## src/jbsm_pkg.sv

```systemverilog
package jbsm_pkg;

    localparam int SAMPLE_W = 16;
    localparam int TARGET_W = 4;
    localparam int CMD_W    = 2;
    localparam int PEER_W   = 2;

    localparam logic [TARGET_W-1:0] TARGET_RESET = 4'd4;

    localparam logic signed [SAMPLE_W-1:0] SAT_MAX = 16'sh7FFF;
    localparam logic signed [SAMPLE_W-1:0] SAT_MIN = 16'sh8000;

    typedef enum logic [CMD_W-1:0] {
        CMD_PUSH      = 2'd0,
        CMD_TICK      = 2'd1,
        CMD_CLEAR_ONE = 2'd2,
        CMD_CLEAR_ALL = 2'd3
    } t_cmd;

    typedef enum logic [2:0] {
        ST_IDLE,
        ST_READ,
        ST_ACC,
        ST_EMIT,
        ST_UPDATE
    } t_state;

    // Control of the shared saturating accumulator.
    typedef struct packed {
        logic clr;
        logic add;
    } t_acc_ctrl;

endpackage

```

## src/jbsm_sat_acc.sv

```systemverilog
module jbsm_sat_acc
    import jbsm_pkg::*;
(
    input  logic                       i_clk,
    input  t_acc_ctrl                  i_ctrl,
    input  logic signed [SAMPLE_W-1:0] i_operand,
    output logic signed [SAMPLE_W-1:0] o_acc
);

    logic signed [SAMPLE_W-1:0] r_acc;
    logic signed [SAMPLE_W:0]   sum;
    logic signed [SAMPLE_W-1:0] sat;

    // One add, then clamp: overflow shows as the two top bits disagreeing.
    always_comb begin
        sum = {r_acc[SAMPLE_W-1], r_acc} + {i_operand[SAMPLE_W-1], i_operand};
        if (sum[SAMPLE_W] != sum[SAMPLE_W-1]) begin
            sat = sum[SAMPLE_W] ? SAT_MIN : SAT_MAX;
        end else begin
            sat = sum[SAMPLE_W-1:0];
        end
    end

    always_ff @(posedge i_clk) begin
        if (i_ctrl.clr) begin
            r_acc <= '0;
        end else if (i_ctrl.add) begin
            r_acc <= sat;
        end
    end

    assign o_acc = r_acc;

endmodule

```

## config.mk

```make
export PLATFORM = sky130hd
export DESIGN_NAME = jbsm_sat_acc
export DESIGN_NICKNAME = d
export VERILOG_FILES = /design/src/jbsm_pkg.sv /design/src/jbsm_sat_acc.sv
export SDC_FILE = /design/constraint.sdc
export NUM_CORES = 1
export LEC_CHECK = 0
export BUFFER_PORTS_ARGS = -buffer_cell sky130_fd_sc_hd__buf_4
export CAP_MARGIN = 25
export CORE_UTILIZATION = 25
export CTS_CLUSTER_DIAMETER = 100
export DETAILED_ROUTE_END_ITERATION = 10
export HOLD_SLACK_MARGIN = 0.08
export PLACE_DENSITY = 0.53
export SETUP_SLACK_MARGIN = 0.15
export SLEW_MARGIN = 20
export SYNTH_ARGS = -nofsm -noshare
export SYNTH_HDL_FRONTEND = slang
export SYNTH_SLANG_ARGS = --single-unit
export TNS_END_PERCENT = 10
```

## constraint.sdc

```tcl
create_clock -name i_clk -period 4.5 [get_ports i_clk]
set_input_delay 0.225 -clock i_clk [delete_from_list [all_inputs] [get_ports i_clk]]
set_output_delay 0.225 -clock i_clk [all_outputs]
set_load 0.02 [all_outputs]
```

Word-level counts from Yosys, hierarchy flattened
Index checks and enable logic that the tools add are counted.
W data, S select, Z words.
{"block": "totals", "wordCells": 5, "regBits": 16, "output_inout_bits": 16, "mem_bits_rw": 0, "romBits": 0, "latch_bits": 0, "inputBits": 19, "mem_count": 0}
{"block": "classes", "shift": 0, "n_addsub": 1, "mul": 0, "bitwise": 0, "n_reduce_logical": 0, "eq_ne": 1, "n_div": 0, "n_lt_le_gt_ge": 0, "muxes": 2}
{"operator": "$mux W16", "count": 2}
{"operator": "$add A16 B16 Y17", "count": 1}
{"operator": "$ne A1 B1 Y1", "count": 1}

Longest topological paths before layout
{"block": "depth", "word_depth": 3, "ltp_mapped": 11}

Worst setup path after synthesis
OpenSTA, ideal clock, no wires.
{"block": "synth_timing", "path_type": "reg2reg", "start": "register r_acc[0] (netlist: o_acc[0])", "end": "register r_acc[0] (netlist: o_acc[0])", "t_arrival_ns": 2.581, "t_required_ns": 4.414, "path_buffers": 1, "synth_period_minus_slack_ns": 2.666, "path_slack_ns": 1.834, "path_stages_with_launch": 12, "cell_sequence": "dfxtp_1 > ha_1 > inv_1 > fa_1 > nand2b_1 > a21oi_1 > o21ai_1 > o22ai_1 > a21oi_1 > buf_2 > maj3_1 > a211oi_1"}
{"block": "synth_via", "elab_chain_len": 3, "elab_cells_between_ends": 4}
{"item": "start: declaration", "line": "jbsm_sat_acc.sv:10", "text": "logic signed [SAMPLE_W-1:0] r_acc;"}
{"item": "start signal: assignment", "line": "jbsm_sat_acc.sv:28", "text": "r_acc <= sat;"}
{"item": "$add A16 B16 Y17 *", "line": "jbsm_sat_acc.sv:16", "text": "sum = {r_acc[SAMPLE_W-1], r_acc} + {i_operand[SAMPLE_W-1], i_operand};"}
{"item": "$mux W16 / $ne A1 B1 Y1 (equally long branches)", "line": "jbsm_sat_acc.sv:18, jbsm_sat_acc.sv:17"}
{"item": "$mux W16 *", "line": "jbsm_sat_acc.sv:17", "text": "if (sum[SAMPLE_W] != sum[SAMPLE_W-1]) begin"}
Mark *: on every way between the ends. The rest lies on a longest branch, timed or not.
A chain may end at the register's enable or synchronous reset.

Final worst setup path
{"block": "layout_timing", "start": "register r_acc[0] (netlist: o_acc[0])", "end": "register r_acc[5] (netlist: o_acc[5])"}
Same word-level chain as after synthesis.

==> reports/summary.txt <==
Die X - 78.23 um
vias per cell - 4.701
Synth Flop Type - dfxtp_1
Final Skew - 0.001039 ns
largest net degree at the start of global routing - 32
Yosys reg bits - 16
clk_lat worst skew - 0.26 ns
warnings from Yosys - 0
most frequent cell after synthesis - nor2_1
postcts setup bufs - 0
Initial Util - 26.22%
DR pass1 iterations - 4
clock slew at reported path FFs - 0.06 ns
Final GP Congestion - 0.8110
Max FO, Critical Path - 9
remaining global-route overflow - 0
post_cts resized - 0
Period minus WS final - 2.967 ns
Post-synth EDFFs - 0
Reg power frac - 25.0%
Crit path largest cell delay - 0.40 ns
net total in the final layout - 240
Tcrit/Tclk final - 65.94%
Pwr Density - 412.0 nW/um^2
Final Non-Filler Cells - 274
Clk pwr share - 15.1%
Combinational Power Share - 59.9%
Post-synth ARST share - 0%
Net Switching - 0.0003111 W
crit path kind - flip-flop to flip-flop
Max Transition Viols Final - 0
Mapped Area - 1453 um^2
Die ar. - 6119 um^2
Slew HR - 45.93%
layout cells sized above 1 - 26.24%
H-tree Lvls - 1
fill count - 596
smallest hold slack - 0.2883 ns
Yosys top cell area share - 22.05%
Total GRT Usage - 12.56%
Num CTS Buffers - 3
maximum VDD drop - 0.1071 mV
Critical Path, Cell by Cell - ha_1, inv_1, fa_1, nand2b_1, a21oi_1, o21ai_1, o22ai_1, a21oi_1, buf_4, maj3_1, a211oi_1
Critical Path Sink Type - flip-flop
FF-to-FF setup slack - 1.53 ns
PortBufs - 34
unrepaired setup endpoints after global routing - false
Int Pwr - 0.0004353 W
# rows - 27
Slowest cell on crit path - fa_1
Peak Freq - 337.0 MHz
core area - 5540 um^2
max FFs per register - 16
via count - 1,288
Ports - 35
critical path's top delay family - compound AO/OA/AOI/OAI gates
mean post-synth cell area - 8.495 um^2
initial DRC count - 64
max_cap viols - 0
outcome - finished clean
first-pass GRT wire length - 6.127 mm
Worst path most repeated cell - a21oi_1
Commonest cells post-synth - nor2_1 (22), a211oi_1 (17), dfxtp_1 (16), ha_1 (16), a21oi_1 (15)
Slew @ Worst Pin - 0.8071 ns
Sw Share - 41.68%
HP Class - input pin to flip-flop
placed cells - 271
Startpoint Class - flip-flop
DR DRC count - 0
CP bufs+invs - 2
multi-input logic area - 1079 um^2
Total Wirelength - 3.480 mm
DP HPWL - 2.665 mm
Area contributors post-synth - dfxtp_1 (22%), ha_1 (14%), a211oi_1 (8.8%)
vias in the first global route - 1,313
Synth area leader - dfxtp_1
Avg WL per Cell - 12.70 um
clk root buf - clkbuf_8
Yosys cell types - 37
initial antenna violation count - 0
antenna cell count - 0
setup TNS - 0 ns
CTS Hold Bufs - 0
Die Y - 78.23 um
Syn Nets - 207
Seq/Total Area, Yosys - 22.05%
CP Data Required Time - 4.67 ns
Hold Fails Final Rpt - 0
Longest Clk Path Bufs - 2
CTS tree - yes
antenna-violating nets left - 0
area delta synth->final - 24.72%
FF/Latch Area - 320.3 um^2
crit path DAT - 3.14 ns
leakage - 0.7717 nW
Syn Inst Count - 171
CTS sink cnt - 16
final setup vio count - 0
## power groups by stage
stage	clock network, W	logic (W)	registers (W)
after detailed placement	0	0.000448	0.000190
after global placement	0	0.000447	0.000191
after floorplan	0	0.000318	0.000216
final	0.000112	0.000447	0.000187
after global routing	0.000122	0.000502	0.000191
after CTS	0.000118	0.000451	0.000187
## metrics by stage
step	total power [W]	worst slack [ns]	util [%]	area, um^2
6_report	0.0007464	1.533	32.70	1812
3_3_place_gp	0.0006381	1.519	31.96	1770
4_1_cts	0.0007568	1.521	32.70	1812
2_1_floorplan	0.0005345	1.834	-	1453
5_1_grt	0.0008144	1.279	32.70	1812
3_5_place_dp	0.0006374	1.542	31.96	1770
## worst reg2reg max path: cells and delay by family (launching register included)
family / cells / cell delay [ns]
compound gates: 5 / 1.05
fa+ha+maj: 3 / 0.96
buf+inv: 2 / 0.33
flops: 1 / 0.37
simple gates: 1 / 0.19
## kinds of logic after synthesis
kind of cell,synth area share (%)
AO/OA/AOI/OAI,24.03
AND/OR/NAND/NOR,14.21
adder cells (fa/ha/maj),26.36
flip-flops,22.05
XOR/XNOR,8.958
buffers and inverters,3.703
multiplexers,0.6891
## final timing paths
kind / startpoint / endpoint / cells after the start
max: o_acc[0]$_SDFFE_PP0P_ / o_acc[5]$_SDFFE_PP0P_ / 11
min reg2reg: o_acc[9]$_SDFFE_PP0P_ / o_acc[9]$_SDFFE_PP0P_ / 2
min: i_ctrl[1] / o_acc[9]$_SDFFE_PP0P_ / 2
max reg2reg: o_acc[0]$_SDFFE_PP0P_ / o_acc[5]$_SDFFE_PP0P_ / 11
## layer usage
metal | part of all wire (%) | global-route usage [%] | vias to the layer above
li1 | - | - | 688
met1 | 52 | 17.46 | 569
met2 | 41 | 18.77 | 26
met3 | 5.2 | 2.907 | 5
met4 | 1.3 | 4.444 | 0
met5 | 0 | 0 | -
## layout make-up
type	count	area share, %
multi-input combinational	143	59.53
sequential	16	17.68
timing repair buffer	35	14.50
tap	72	4.972
clock buffer	3	2.279
inverter	5	1.036
## cell usage in the layout, fill, tap and decap left out
| cell type | netlist | routed |
|---|---|---|
| o21ai_1 | 1 | 1 |
| mux2i_1 | 1 | 1 |
| nand2_1 | 9 | 9 |
| nand3_1 | 3 | 3 |
| ha_1 | 16 | 16 |
| a31oi_2 | 1 | 1 |
| and3_1 | 1 | 1 |
| nand4b_1 | 1 | 1 |
| a21oi_1 | 15 | 15 |
| clkbuf_8 | 0 | 3 |
| nand2b_1 | 3 | 3 |
| and2_1 | 2 | 2 |
| buf_4 | 0 | 35 |
| o21ai_0 | 5 | 5 |
| a31oi_1 | 1 | 1 |
| nor3_1 | 2 | 2 |
| xor2_1 | 7 | 7 |
| dfxtp_1 | 16 | 16 |
| o21a_1 | 1 | 1 |
| o22ai_1 | 1 | 1 |
| xnor2_2 | 1 | 1 |
| inv_1 | 5 | 5 |
| nor2_1 | 22 | 22 |
| o211ai_1 | 1 | 1 |
| nand4_1 | 1 | 1 |
| fa_1 | 1 | 1 |
| a21o_1 | 3 | 3 |
| nor2b_1 | 2 | 2 |
| o31ai_4 | 1 | 1 |
| maj3_1 | 5 | 5 |
| o211ai_2 | 2 | 2 |
| maj3_2 | 10 | 10 |
| xnor2_1 | 6 | 6 |
| a21boi_0 | 1 | 1 |
| a211oi_1 | 17 | 17 |
(Power assumes the default switching activity.)
